File: config.mk
export PLATFORM = sky130hd
export DESIGN_NAME = polar_triangle_fan_generator
export DESIGN_NICKNAME = d
export VERILOG_FILES = /design/src/rtl/core/ptf_pkg.sv /design/src/rtl/core/polar_triangle_fan_generator.sv /design/src/rtl/core/ptf_front.sv /design/src/rtl/core/ptf_queue.sv /design/src/rtl/core/ptf_back.sv
export SDC_FILE = /design/constraint.sdc
export NUM_CORES = 2
export LEC_CHECK = 0
export BUFFER_PORTS_ARGS = -buffer_cell sky130_fd_sc_hd__buf_2
export CAP_MARGIN = 20
export CORE_AREA = 2 2 345 262
export DETAILED_ROUTE_END_ITERATION = 16
export DIE_AREA = 0 0 347 264
export GPL_TIMING_DRIVEN = 0
export PLACE_DENSITY = 0.83
export SYNTH_ARGS = -nofsm -noshare
export SYNTH_HDL_FRONTEND = slang
export SYNTH_SLANG_ARGS = --single-unit
File: constraint.sdc
create_clock -name clock -period 15.55 [get_ports clock]
set_input_delay 0 -clock clock [delete_from_list [all_inputs] [get_ports clock]]
set_output_delay 0 -clock clock [all_outputs]
set_load 0.03 [all_outputs]
File: src/rtl/core/ptf_pkg.sv
// Shared types, constants and helper functions for the polar triangle fan generator.
package ptf_pkg;

   localparam int SINE_FRAC_BITS = 14;
   localparam int MAG_W          = SINE_FRAC_BITS + 1;
   localparam int LEN_W          = 12;
   localparam int DEG_W          = 9;
   localparam int IDX_W          = 7;
   localparam int COORD_W        = 16;
   localparam int WIDE_W         = COORD_W + 2;
   localparam int PROD_W         = LEN_W + MAG_W;
   localparam int OFF_W          = LEN_W + 1;
   localparam int QUEUE_DEPTH    = 4;
   localparam int QPTR_W         = $clog2(QUEUE_DEPTH);
   localparam int QCNT_W         = $clog2(QUEUE_DEPTH + 1);

   localparam int FULL_TURN      = 360;
   localparam int QUARTER_TURN   = 90;
   localparam int HALF_TURN      = 180;
   localparam int THREE_QUARTERS = 270;

   // table is Q1.14; rescale to Q1.SINE_FRAC_BITS
   localparam int SIN_UP  = (SINE_FRAC_BITS >= 14) ? SINE_FRAC_BITS - 14 : 0;
   localparam int SIN_DN  = (SINE_FRAC_BITS < 14) ? 14 - SINE_FRAC_BITS : 0;
   localparam int SIN_RND = (SIN_DN > 0) ? (1 << (SIN_DN - 1)) : 0;

   localparam logic [14:0] SINE_TBL [0:90] = '{
      15'd0,     15'd286,   15'd572,   15'd857,   15'd1143,  15'd1428,  15'd1713,
      15'd1997,  15'd2280,  15'd2563,  15'd2845,  15'd3126,  15'd3406,  15'd3686,
      15'd3964,  15'd4240,  15'd4516,  15'd4790,  15'd5063,  15'd5334,  15'd5604,
      15'd5872,  15'd6138,  15'd6402,  15'd6664,  15'd6924,  15'd7182,  15'd7438,
      15'd7692,  15'd7943,  15'd8192,  15'd8438,  15'd8682,  15'd8923,  15'd9162,
      15'd9397,  15'd9630,  15'd9860,  15'd10087, 15'd10311, 15'd10531, 15'd10749,
      15'd10963, 15'd11174, 15'd11381, 15'd11585, 15'd11786, 15'd11982, 15'd12176,
      15'd12365, 15'd12551, 15'd12733, 15'd12911, 15'd13085, 15'd13255, 15'd13421,
      15'd13583, 15'd13741, 15'd13894, 15'd14044, 15'd14189, 15'd14330, 15'd14466,
      15'd14598, 15'd14726, 15'd14849, 15'd14968, 15'd15082, 15'd15191, 15'd15296,
      15'd15396, 15'd15491, 15'd15582, 15'd15668, 15'd15749, 15'd15826, 15'd15897,
      15'd15964, 15'd16026, 15'd16083, 15'd16135, 15'd16182, 15'd16225, 15'd16262,
      15'd16294, 15'd16322, 15'd16344, 15'd16362, 15'd16374, 15'd16382, 15'd16384
   };

   typedef struct packed {
      logic                      first_section;
      logic                      final_section;
      logic [LEN_W-1:0]          length;
      logic [DEG_W-1:0]          angle;
      logic [DEG_W-1:0]          rotation;
      logic signed [COORD_W-1:0] figure_x;
      logic signed [COORD_W-1:0] figure_y;
      logic signed [COORD_W-1:0] camera_x;
      logic signed [COORD_W-1:0] camera_y;
      logic [31:0]               fill_color;
   } req_type;

   typedef struct packed {
      logic signed [COORD_W-1:0] vert_a_x;
      logic signed [COORD_W-1:0] vert_a_y;
      logic signed [COORD_W-1:0] vert_b_x;
      logic signed [COORD_W-1:0] vert_b_y;
      logic signed [COORD_W-1:0] hub_x;
      logic signed [COORD_W-1:0] hub_y;
      logic [31:0]               tri_color;
      logic                      run_end;
   } rsp_type;

   // one finished vertex, passed from front to back
   typedef struct packed {
      logic                      first_section;
      logic                      final_section;
      logic signed [COORD_W-1:0] vx;
      logic signed [COORD_W-1:0] vy;
      logic signed [COORD_W-1:0] hx;
      logic signed [COORD_W-1:0] hy;
      logic [31:0]               color;
   } vtx_type;

   typedef struct packed {
      logic             neg;
      logic [IDX_W-1:0] idx;
   } fold_type;

   function automatic logic signed [COORD_W-1:0] sat16(input logic signed [WIDE_W-1:0] v);
      logic signed [WIDE_W-1:0] hi;
      logic signed [WIDE_W-1:0] lo;
      hi = WIDE_W'(32767);
      lo = -WIDE_W'(32768);
      if (v > hi) return COORD_W'(hi);
      if (v < lo) return COORD_W'(lo);
      return v[COORD_W-1:0];
   endfunction

   // wrap a sum below 3*360 into 0..359
   function automatic logic [DEG_W-1:0] wrap_deg(input logic [DEG_W:0] s);
      if (s >= (DEG_W+1)'(2 * FULL_TURN))
         return DEG_W'(s - (DEG_W+1)'(2 * FULL_TURN));
      if (s >= (DEG_W+1)'(FULL_TURN)) return DEG_W'(s - (DEG_W+1)'(FULL_TURN));
      return s[DEG_W-1:0];
   endfunction

   // quadrant fold onto the quarter-wave table
   function automatic fold_type fold(input logic [DEG_W-1:0] d);
      fold_type f;
      f.neg = 1'b0;
      if (d < DEG_W'(QUARTER_TURN)) begin
         f.idx = d[IDX_W-1:0];
      end else if (d < DEG_W'(HALF_TURN)) begin
         f.idx = IDX_W'(DEG_W'(HALF_TURN) - d);
      end else if (d < DEG_W'(THREE_QUARTERS)) begin
         f.idx = IDX_W'(d - DEG_W'(HALF_TURN));
         f.neg = 1'b1;
      end else begin
         f.idx = IDX_W'(DEG_W'(FULL_TURN) - d);
         f.neg = 1'b1;
      end
      return f;
   endfunction

   function automatic logic [MAG_W-1:0] sine_mag(input logic [IDX_W-1:0] idx);
      logic [31:0] w;
      w = ((32'(SINE_TBL[idx]) + 32'(SIN_RND)) >> SIN_DN) << SIN_UP;
      return w[MAG_W-1:0];
   endfunction

endpackage

File: src/rtl/core/polar_triangle_fan_generator.sv
// Top level of the polar triangle fan generator.
// Each request is one figure section (length, angle, rotation, center, camera
// offset, color). The front pipeline turns it into a vertex (angle wrap and
// quarter-wave sine lookup, length multiply, hub add with saturation) and
// places it in a four-entry queue; the back end turns queued vertices into
// fan triangles and, on a final section, the closing triangle, through a
// registered output. A request is taken every cycle while the queue has room;
// a non-first final section gives two triangles, fan then closing, which is
// what bounds sustained rate for such sections. A first section that is not
// final produces no response. A request reaches its first response through
// the s1 and s2 registers, the queue and the output register.
module polar_triangle_fan_generator (
   input  logic             clock,
   input  logic             reset,
   input  logic             req_valid,
   output logic             req_stall,
   input  ptf_pkg::req_type req_data,
   output logic             rsp_valid,
   input  logic             rsp_stall,
   output ptf_pkg::rsp_type rsp_data
);
   import ptf_pkg::*;

   logic    push, q_full, pop, q_not_empty;
   vtx_type push_data, q_data;

   ptf_front u_front (
      .clock     (clock),
      .reset     (reset),
      .req_valid (req_valid),
      .req_stall (req_stall),
      .req_data  (req_data),
      .push      (push),
      .push_data (push_data),
      .q_full    (q_full)
   );

   ptf_queue u_queue (
      .clock     (clock),
      .reset     (reset),
      .push      (push),
      .push_data (push_data),
      .full      (q_full),
      .pop       (pop),
      .not_empty (q_not_empty),
      .pop_data  (q_data)
   );

   ptf_back u_back (
      .clock       (clock),
      .reset       (reset),
      .q_not_empty (q_not_empty),
      .q_data      (q_data),
      .pop         (pop),
      .rsp_valid   (rsp_valid),
      .rsp_stall   (rsp_stall),
      .rsp_data    (rsp_data)
   );

endmodule

File: src/rtl/core/ptf_front.sv
// Front pipeline: angle reduction, sine lookup, length multiply and vertex sum.
module ptf_front (
   input  logic             clock,
   input  logic             reset,
   input  logic             req_valid,
   output logic             req_stall,
   input  ptf_pkg::req_type req_data,
   output logic             push,
   output ptf_pkg::vtx_type push_data,
   input  logic             q_full
);
   import ptf_pkg::*;

   typedef struct packed {
      logic                      first_section;
      logic                      final_section;
      logic [LEN_W-1:0]          len;
      logic [MAG_W-1:0]          mag_x;
      logic                      neg_x;
      logic [MAG_W-1:0]          mag_y;
      logic                      neg_y;
      logic signed [COORD_W-1:0] hx;
      logic signed [COORD_W-1:0] hy;
      logic [31:0]               color;
   } s1_type;

   typedef struct packed {
      logic                      first_section;
      logic                      final_section;
      logic [OFF_W-1:0]          off_x;
      logic                      neg_x;
      logic [OFF_W-1:0]          off_y;
      logic                      neg_y;
      logic signed [COORD_W-1:0] hx;
      logic signed [COORD_W-1:0] hy;
      logic [31:0]               color;
   } s2_type;

   localparam logic [PROD_W-1:0] PROD_RND = PROD_W'(1) << (SINE_FRAC_BITS - 1);

   logic             s1_valid_ff, s2_valid_ff;
   s1_type           s1_ff, s1_in;
   s2_type           s2_ff, s2_in;
   logic             adv;
   logic [DEG_W-1:0] deg, deg_c;
   fold_type         fx, fy;
   logic [PROD_W-1:0] prod_x, prod_y;
   logic signed [WIDE_W-1:0] ox, oy;

   assign adv       = !s2_valid_ff || !q_full;
   assign req_stall = !adv;

   always_comb begin
      deg   = wrap_deg((DEG_W+1)'(req_data.angle) + (DEG_W+1)'(req_data.rotation));
      deg_c = wrap_deg((DEG_W+1)'(deg) + (DEG_W+1)'(QUARTER_TURN));
      fx    = fold(deg);
      fy    = fold(deg_c);
      s1_in.first_section = req_data.first_section;
      s1_in.final_section = req_data.final_section;
      s1_in.len   = req_data.length;
      s1_in.mag_x = sine_mag(fx.idx);
      s1_in.neg_x = fx.neg;
      s1_in.mag_y = sine_mag(fy.idx);
      s1_in.neg_y = fy.neg;
      s1_in.hx    = sat16(WIDE_W'(req_data.figure_x) + WIDE_W'(req_data.camera_x));
      s1_in.hy    = sat16(WIDE_W'(req_data.figure_y) + WIDE_W'(req_data.camera_y));
      s1_in.color = req_data.fill_color;
   end

   always_comb begin
      prod_x = PROD_W'(s1_ff.len) * PROD_W'(s1_ff.mag_x);
      prod_y = PROD_W'(s1_ff.len) * PROD_W'(s1_ff.mag_y);
      s2_in.first_section = s1_ff.first_section;
      s2_in.final_section = s1_ff.final_section;
      s2_in.off_x = OFF_W'((prod_x + PROD_RND) >> SINE_FRAC_BITS);
      s2_in.off_y = OFF_W'((prod_y + PROD_RND) >> SINE_FRAC_BITS);
      s2_in.neg_x = s1_ff.neg_x;
      s2_in.neg_y = s1_ff.neg_y;
      s2_in.hx    = s1_ff.hx;
      s2_in.hy    = s1_ff.hy;
      s2_in.color = s1_ff.color;
   end

   always_ff @(posedge clock) begin
      if (reset) begin
         s1_valid_ff <= 1'b0;
         s2_valid_ff <= 1'b0;
      end else if (adv) begin
         s1_valid_ff <= req_valid;
         s2_valid_ff <= s1_valid_ff;
      end
      if (adv) begin
         s1_ff <= s1_in;
         s2_ff <= s2_in;
      end
   end

   // signed offsets; y is hub minus the cosine term
   always_comb begin
      ox = signed'(WIDE_W'(s2_ff.off_x));
      oy = signed'(WIDE_W'(s2_ff.off_y));
      if (s2_ff.neg_x) ox = -ox;
      if (s2_ff.neg_y) oy = -oy;
      push_data.first_section = s2_ff.first_section;
      push_data.final_section = s2_ff.final_section;
      push_data.vx    = sat16(WIDE_W'(s2_ff.hx) + ox);
      push_data.vy    = sat16(WIDE_W'(s2_ff.hy) - oy);
      push_data.hx    = s2_ff.hx;
      push_data.hy    = s2_ff.hy;
      push_data.color = s2_ff.color;
   end

   assign push = s2_valid_ff && !q_full;

endmodule

File: src/rtl/core/ptf_queue.sv
// Short vertex queue between the front pipeline and the triangle emitter.
module ptf_queue (
   input  logic             clock,
   input  logic             reset,
   input  logic             push,
   input  ptf_pkg::vtx_type push_data,
   output logic             full,
   input  logic             pop,
   output logic             not_empty,
   output ptf_pkg::vtx_type pop_data
);
   import ptf_pkg::*;

   vtx_type            slot_ff [QUEUE_DEPTH];
   logic [QPTR_W-1:0]  wr_ptr_ff, rd_ptr_ff;
   logic [QCNT_W-1:0]  count_ff;

   assign full      = (count_ff == QCNT_W'(QUEUE_DEPTH));
   assign not_empty = (count_ff != '0);
   assign pop_data  = slot_ff[rd_ptr_ff];

   always_ff @(posedge clock) begin
      if (reset) begin
         wr_ptr_ff <= '0;
         rd_ptr_ff <= '0;
         count_ff  <= '0;
      end else begin
         if (push) wr_ptr_ff <= wr_ptr_ff + QPTR_W'(1);
         if (pop)  rd_ptr_ff <= rd_ptr_ff + QPTR_W'(1);
         if (push && !pop)      count_ff <= count_ff + QCNT_W'(1);
         else if (pop && !push) count_ff <= count_ff - QCNT_W'(1);
      end
      if (push) slot_ff[wr_ptr_ff] <= push_data;
   end

endmodule

File: src/rtl/core/ptf_back.sv
// Triangle emitter: keeps start and previous vertex, emits fan and closing triangles.
module ptf_back (
   input  logic             clock,
   input  logic             reset,
   input  logic             q_not_empty,
   input  ptf_pkg::vtx_type q_data,
   output logic             pop,
   output logic             rsp_valid,
   input  logic             rsp_stall,
   output ptf_pkg::rsp_type rsp_data
);
   import ptf_pkg::*;

   logic                      out_valid_ff;
   rsp_type                   out_ff;
   logic                      pend_ff;
   logic signed [COORD_W-1:0] pend_hx_ff, pend_hy_ff;
   logic [31:0]               pend_color_ff;
   logic signed [COORD_W-1:0] start_vx_ff, start_vy_ff, prev_vx_ff, prev_vy_ff;
   logic                      load;

   assign load      = !out_valid_ff || !rsp_stall;
   assign pop       = load && !pend_ff && q_not_empty;
   assign rsp_valid = out_valid_ff;
   assign rsp_data  = out_ff;

   always_ff @(posedge clock) begin
      if (reset) begin
         out_valid_ff <= 1'b0;
         pend_ff      <= 1'b0;
         start_vx_ff  <= '0;
         start_vy_ff  <= '0;
         prev_vx_ff   <= '0;
         prev_vy_ff   <= '0;
      end else if (load) begin
         priority if (pend_ff) begin
            // closing triangle held back behind the fan triangle
            out_valid_ff     <= 1'b1;
            out_ff.vert_a_x  <= start_vx_ff;
            out_ff.vert_a_y  <= start_vy_ff;
            out_ff.vert_b_x  <= prev_vx_ff;
            out_ff.vert_b_y  <= prev_vy_ff;
            out_ff.hub_x     <= pend_hx_ff;
            out_ff.hub_y     <= pend_hy_ff;
            out_ff.tri_color <= pend_color_ff;
            out_ff.run_end   <= 1'b1;
            pend_ff          <= 1'b0;
         end else if (q_not_empty) begin
            prev_vx_ff    <= q_data.vx;
            prev_vy_ff    <= q_data.vy;
            pend_hx_ff    <= q_data.hx;
            pend_hy_ff    <= q_data.hy;
            pend_color_ff <= q_data.color;
            out_ff.hub_x     <= q_data.hx;
            out_ff.hub_y     <= q_data.hy;
            out_ff.tri_color <= q_data.color;
            out_ff.vert_a_x  <= q_data.vx;
            out_ff.vert_a_y  <= q_data.vy;
            if (q_data.first_section) begin
               start_vx_ff <= q_data.vx;
               start_vy_ff <= q_data.vy;
               // a one-section figure closes on itself
               out_valid_ff    <= q_data.final_section;
               out_ff.vert_b_x <= q_data.vx;
               out_ff.vert_b_y <= q_data.vy;
               out_ff.run_end  <= 1'b1;
            end else begin
               out_valid_ff    <= 1'b1;
               out_ff.vert_b_x <= prev_vx_ff;
               out_ff.vert_b_y <= prev_vy_ff;
               out_ff.run_end  <= !q_data.final_section;
               pend_ff         <= q_data.final_section;
            end
         end else begin
            out_valid_ff <= 1'b0;
         end
      end
   end

endmodule

==> After elaboration in Yosys (flattened, before gate mapping) <==
Memory sizes are Yosys's and may differ from the RTL's. A register that Yosys moved wholly into a read port is not among the register bits.
Index checks and enable logic that the tools add are counted.
{ "totals": {"ff_bits": 442, "mem_bits_rw": 392, "mem_bits_ro": 3840, "input_bits": 132, "wordCells": 182, "mem_count": 3} }
{ "memory_table": {"columns": ["name", "depth", "word_bits", "rd", "rd_ports_with_merged_regs", "wr", "line_no", "rtl"], "rows": [
  ["(name not given)", 128, 15, 1, 1, 0, "ptf_pkg.sv:121", "w = ((32'(SINE_TBL[idx]) + 32'(SIN_RND)) >> SIN_DN) << SIN_UP;"],
  ["(name not given)", 128, 15, 1, 1, 0, "ptf_pkg.sv:121", null],
  ["u_queue.slot_ff", 4, 98, 1, 1, 1, "ptf_queue.sv:14", "vtx_type slot_ff [QUEUE_DEPTH];"]
]} }
{ "classes": {"n_addsub": 24, "multipliers": 2, "order_cmp": 18, "eq_ne": 1, "n_mux": 66, "bitwise_logic": 4, "reduce_logical": 25} }
{ "ops": {"columns": ["cell", "count"], "rows": [
  ["129-bit two-way mux", 2],
  ["16-bit two-way mux", 16],
  ["18-bit by 16-bit > comparator with 1-bit output (second input constant)", 4],
  ["18-bit by 16-bit < comparator with 1-bit output (second input constant)", 4],
  ["9-bit two-way mux", 8],
  ["27-bit by 14-bit adder with 27-bit output (second input constant)", 2],
  ["12-bit by 15-bit multiplier with 27-bit output", 2],
  ["7-bit two-way mux", 6],
  ["18-bit two-way mux", 2],
  ["13-bit negation with 18-bit output", 2],
  ["16-bit by 16-bit adder with 17-bit output", 2],
  ["32-bit two-way mux", 1],
  ["1-bit two-way mux", 27],
  ["10-bit >= comparator (second input constant)", 2],
  ["10-bit by 9-bit >= comparator with 1-bit output (second input constant)", 2],
  ["16-bit by 18-bit adder with 18-bit output", 1],
  ["9-bit by 7-bit < comparator with 1-bit output (second input constant)", 2],
  ["9-bit by 8-bit < comparator with 1-bit output (second input constant)", 2],
  ["9-bit < comparator (second input constant)", 2],
  ["16-bit by 18-bit subtractor with 18-bit output", 1],
  ["9-bit by 8-bit subtractor with 9-bit output (second input constant)", 2],
  ["9-bit subtractor (second input constant)", 2],
  ["7-bit NOT with 8-bit output", 2],
  ["6-bit by 7-bit subtractor with 7-bit output (first input constant)", 2],
  ["other kinds (19)", 42]
]} }

==> Depth between registers and ports, before layout <==
{ "logic_depth": {"word_depth": 17, "depth_mapped": 42} }

==> Hierarchy <==
Synthesis repeated with hierarchy kept, for this count alone.
{ "unflattened": {"hier_cells": 4148, "hier_area_um2": 51943.6} }
{ "by_module_without_submodules": {"columns": ["mod", "n_inst", "cells_each", "area_per_inst_um2", "seq_area_each_um2"], "rows": [
  ["ptf_front", 1, 2996, 27268.7, 6165.9],
  ["ptf_queue", 1, 556, 14556.5, 11951.5],
  ["ptf_back", 1, 596, 10118.5, 7116.8]
]} }

==> Least setup slack after synthesis <==
OpenSTA, ideal clock, no wires.
{ "synth_path": {"path_type": "register -> register", "from": "reg u_back.pend_ff", "to": "reg u_back.out_ff (netlist bit u_back.rsp_data[0]), enable pin", "setup_time_ps": 776, "arrival_time_ps": 9710, "required_ps": 14774, "slack_ps": 5063, "path_stages_with_launch": 5, "period_less_slack_ps": 10487, "path_cell_list": "dfxtp_1 -> clkbuf_1 -> clkbuf_1 -> nor4_1 -> nor3_1"} }
{ "synth_via": {"elab_chain_cells": 2} }
{ "synth_rtl": {"columns": ["item", "line_no", "rtl"], "rows": [
  ["start, declared", "ptf_back.sv:16", "logic pend_ff;"],
  ["start signal, assigned", "ptf_back.sv:72", "pend_ff <= q_data.final_section;"],
  ["2-bit nonzero test (no line)", null, null],
  ["3-bit AND reduction (no line)", null, null],
  ["end, declared", "ptf_back.sv:15", "rsp_type out_ff;"]
]} }
No other way between the ends.
A chain may end at the register's enable or synchronous reset.

==> Final worst setup path <==
{ "layout_path": {"from": "in req_data[96] in the netlist's numbering", "to": "reg, netlist name u_front.s1_ff[67]"} }
{ "layout_via": {"elab_chain_cells": 17, "word_cells_on_any_way": 34} }
{ "layout_rtl": {"columns": ["item", "line_no", "rtl"], "rows": [
  ["start, declared", "polar_triangle_fan_generator.sv:17", "input ptf_pkg::req_type req_data,"],
  ["9-bit by 9-bit adder with 10-bit output *", "ptf_front.sv:54", "deg = wrap_deg((DEG_W+1)'(req_data.angle) + (DEG_W+1)'(req_data.rotation));"],
  ["9-bit by 8-bit subtractor with 9-bit output or 10-bit by 9-bit >= comparator with 1-bit output (tied branches)", "ptf_pkg.sv:96, ptf_pkg.sv:97", null],
  ["9-bit two-way mux or 1-bit two-way mux (tied branches)", "ptf_pkg.sv:95, ptf_pkg.sv:97", null],
  ["9-bit two-way mux or 1-bit two-way mux (tied branches)", "ptf_pkg.sv:97", "if (s >= (DEG_W+1)'(FULL_TURN)) return DEG_W'(s - (DEG_W+1)'(FULL_TURN));"],
  ["9-bit two-way mux", "ptf_pkg.sv:98", "return s[DEG_W-1:0];"],
  ["9-bit two-way mux *", "ptf_pkg.sv:97", null],
  ["9-bit by 7-bit adder with 10-bit output *", "ptf_front.sv:55", "deg_c = wrap_deg((DEG_W+1)'(deg) + (DEG_W+1)'(QUARTER_TURN));"],
  ["9-bit by 8-bit subtractor with 9-bit output or 10-bit by 9-bit >= comparator with 1-bit output (tied branches)", "ptf_pkg.sv:96, ptf_pkg.sv:97", null],
  ["9-bit two-way mux or 1-bit two-way mux (tied branches)", "ptf_pkg.sv:95, ptf_pkg.sv:97", null],
  ["9-bit two-way mux or 1-bit two-way mux (tied branches)", "ptf_pkg.sv:97", null],
  ["9-bit two-way mux", "ptf_pkg.sv:98", null],
  ["9-bit two-way mux *", "ptf_pkg.sv:97", null],
  ["9-bit < comparator, or another cell as far along", "ptf_pkg.sv:109", "end else if (d < DEG_W'(THREE_QUARTERS)) begin"],
  ["7-bit two-way mux", "ptf_pkg.sv:109", null],
  ["7-bit two-way mux", "ptf_pkg.sv:107", "end else if (d < DEG_W'(HALF_TURN)) begin"],
  ["7-bit two-way mux *", "ptf_pkg.sv:105", "if (d < DEG_W'(QUARTER_TURN)) begin"],
  ["7-bit NOT with 8-bit output (implied by the code) *", "ptf_pkg.sv:121", null]
]} }
Mark *: on every way between the ends. The rest lies on a longest branch, timed or not. The select of a mux whose other input is x is not followed.

==> results.txt <==
----------------------------------------------------
[Clock network]
  Inserted Clock Buffers ... 83
  Clock latency at the later pin of the worst-skew pair ... 0.68 ns
  TritonCTS clock tree ... done
  H-Tree Depth ... 3
  Sinks on Clock Net ... 866
  Max Root-Sink Buffers ... 3
  Cell at the root of the clock tree ... clkbuf_16
  Clock input transition at the sequential cells of the worst setup and hold paths ... 0.06 ns

[Logic synthesis]
  Count of synthesis-stage warnings from yosys ... 0
  Number of enable-type register cells in the synthesized netlist ... 789
  Post-synthesis cell type count ... 105
  Post-Synthesis Cells ... 4087
  Post-Synthesis Mean Instance Area ... 12.4 sq um
  Register area share after synthesis ... 0.497
  Library cell with the largest summed area after synthesis ... edfxtp_1
  Fraction of synthesized cell area taken by the top area cell type ... 0.467
  Syn Nets ... 4757
  Synth cell count leaders ... 789 x edfxtp_1, 501 x nand2_1, 380 x inv_1, 274 x ha_1, 264 x fa_1
  Area of the mapped netlist ... 50700 sq um
  Main flop type after synthesis ... edfxtp_1
  Ys async rst share ... 0
  Leading cell type by number of instances after synthesis ... edfxtp_1
  Cell types with the largest area share after synthesis ... edfxtp_1 47%, fa_1 10%, ha_1 6.8%
  Total of flip-flops plus latches after synthesis ... 866

[Finish]
  Area added between synthesis and finish ... 13.5%
  Layout cell share with drive strength beyond 1 ... 0.161
  Fillers ... 5978
  Core occupancy in the finished layout ... 0.650
  Final net count ... 5200

[STA]
  Worst-case headroom to the max-slew limit ... 0.258
  Fin. Hold Viols ... 0
  Hold WS ... 0.00319 ns
  Pin slew with the least headroom to its limit ... 1.11 ns
  Min Clock Period, post-route ... 11.00 ns
  Fmax ... 0.0909 GHz
  Final setup skew ... 0.0464 ns
  Setup tns final ... 0 ns
  Setup violators final ... 0
  Final worst path period share ... 0.708
  Number of pins with negative max-slew slack in the final report ... 0
  Setup repair after global routing missed its margin ... false

[Setup path]
  Reg-to-reg startpoint ... u_front.s1_ff[96]
  Crit-path max cell delay ... 0.75 ns
  Startpoint-to-endpoint class of the critical path ... primary input to flop
  Capturing instance or port of the critical path ... u_front.s1_ff[67]
  Count of cells along the worst register-to-register path ... 30
  Critical register-to-register path endpoint ... u_front.s2_ff[91]
  Element type at the critical path start ... primary input
  Worst setup EP type ... flop
  CP max FO ... 15
  WP data required ... 15.93 ns
  Reg2Reg Setup Slack ... 7.36 ns
  Worst Path Arrival ... 11.39 ns
  Crit path from ... req_data[96]
  Slowest library cell on the worst path ... a2111oi_0

[GRT]
  Total congestion overflow after global routing ... 0
  Vias in the first global route ... 36700
  Pin count of the biggest net entering global routing ... 61
  Wire length of the first global-routing pass ... 218000 um
  Overall global routing resource usage ... 0.312
  Initial antenna violation count ... 7

[Drt]
  Post-detailed-route DRC marker count ... 0
  Detailed Route WL ... 144000 um
  Number of vias per cell after detailed routing ... 6.32
  Average routed wire per standard cell ... 25.0 um
  DRC violation total after the first TritonRoute iteration ... 4621
  Vias post-DR ... 36500
  First-pass DRT Iterations ... 7
  Final antenna-violating net count ... 0

[Floorplan]
  Die span in y ... 264 um
  Die area ... 91600 sq um
  Horiz. Die Dim ... 347 um
  Starting density of the core ... 0.573
  Number of placement rows ... 95
  Count of boundary I/O pins ... 263
  Core area ... 88600 sq um

[Placed design]
  Count of input and output buffers ... 261
  RD Place Congestion ... 0.992
  DPL Wire Length ... 94800 um

[Outcome]
  Status ... finished clean

[Worst hold path]
  Number of cells traversed by the worst hold path ... 5
  Hold Path Class ... primary input to flop

[Job]
  Max-capacitance violation count ... 0

----------------------------------------------------
cells in the final DEF (no fill, tap or decap), types with 43 or more instances in the layout:
| cell | synthesis | layout |
|---|---|---|
| nand2_1 | 501 | 501 |
| dfxtp_1 | 77 | 77 |
| fa_1 | 264 | 264 |
| a21oi_1 | 234 | 234 |
| mux2_2 | 134 | 134 |
| inv_1 | 380 | 380 |
| edfxtp_1 | 789 | 789 |
| clkbuf_1 | 175 | 193 |
| buf_2 | 19 | 280 |
| ha_1 | 274 | 274 |
| a21o_1 | 65 | 65 |
| nor3_1 | 44 | 43 |
| o21ai_0 | 108 | 108 |
| dlygate4sd3_1 | 0 | 73 |
| xnor2_1 | 90 | 90 |
| and2_1 | 120 | 116 |
| clkbuf_16 | 0 | 84 |
| mux4_2 | 105 | 105 |
| nor2_1 | 157 | 156 |
stage by stage:
step                worst slack [ns]  area [sq um]  std cells
finish                          4.55         57600       5770
floorplan                       5.06         50700       4087
global route                    4.23         57600       5770
CTS                             5.11         57500       5763
detailed placement              4.43         53900       5534
global placement              0.0789         53500       5512
layer usage:
| layer | wire [um] | track usage |
|---|---|---|
| met2 | 68700 | 0.509 |
| met1 | 54600 | 0.413 |
| met3 | 14800 | 0.0619 |
| met4 | 6220 | 0.126 |
| met5 | 26 | 0 |
cell families after synthesis:
logic type,Yosys count,share of synthesized area
XOR/XNOR,120,0.0219
adder cells (fa/ha/maj),538,0.172
AND/OR/NAND/NOR,963,0.0855
multiplexers,267,0.0819
flip-flops,866,0.497
AO/OA/AOI/OAI,723,0.0949
buffers and inverters,610,0.0468
layout make-up:
type / instances / area (sq um) / area share
Clock buffer: 111 / 2290 / 0.0397
Tap cell: 1164 / 1460 / 0.0253
Multi-Input combinational cell: 2611 / 23200 / 0.402
Buffer: 224 / 921 / 0.0160
Inverter: 386 / 1450 / 0.0252
Timing Repair Buffer: 358 / 2460 / 0.0428
Sequential cell: 866 / 25200 / 0.438
Antenna cell: 5 / 12.5 / 0.000217
Clock inverter: 45 / 574 / 0.00998
worst min-delay path by stage:
stage | from | endpoint | slack, ns
finish | req_data[56] | u_front.s1_ff[56] | 0.003
global route | req_data[25] | u_front.s1_ff[25] | 0.02
CTS | req_data[71] | u_front.s1_ff[40] | 0.0001
detailed placement | req_data[5] | u_front.s1_ff[5] | 0.18
global placement | req_data[11] | u_front.s1_ff[11] | 0.18
floorplan | req_data[0] | u_front.s1_ff[0] | 0.1
repair_timing:
| item | CTS | global route |
|---|---|---|
| hold buffers | 73 | 0 |
| resized for setup | 0 | 0 |
| setup buffers | 0 | 0 |
| endpoints found under the hold margin | 86 | 0 |
sequential cells by signal, indices dropped and copies added (netlist names), 2 cells and up, named ones only:
name and cells:
u_queue.rd_ptr_ff 2, u_front.push_data 66, u_queue.wr_ptr_ff 2, u_queue.count_ff 3
u_back.pend_hx_ff 16, u_back.prev_vy_ff 16, u_back.pend_color_ff 32, u_back.start_vx_ff 16
u_back.pend_hy_ff 16, u_front.s1_ff 110, u_front.s2_ff 28, u_back.rsp_data 129
u_queue.slot_ff 392, u_back.start_vy_ff 16, u_back.prev_vx_ff 16
worst max-delay path, delay by kind of cell:
kind / cells / cell delay (ns)
buffers and inverters: 4 / 1.07
XOR/XNOR: 1 / 0.55
AND/OR/NAND/NOR: 9 / 2.01
adder cells (fa/ha/maj): 6 / 1.67
multiplexers: 2 / 1.22
AO/OA/AOI/OAI: 18 / 4.80
Power is not shown: default switching activity piles up to over one toggle a cycle in this logic, so the estimate is an artifact.
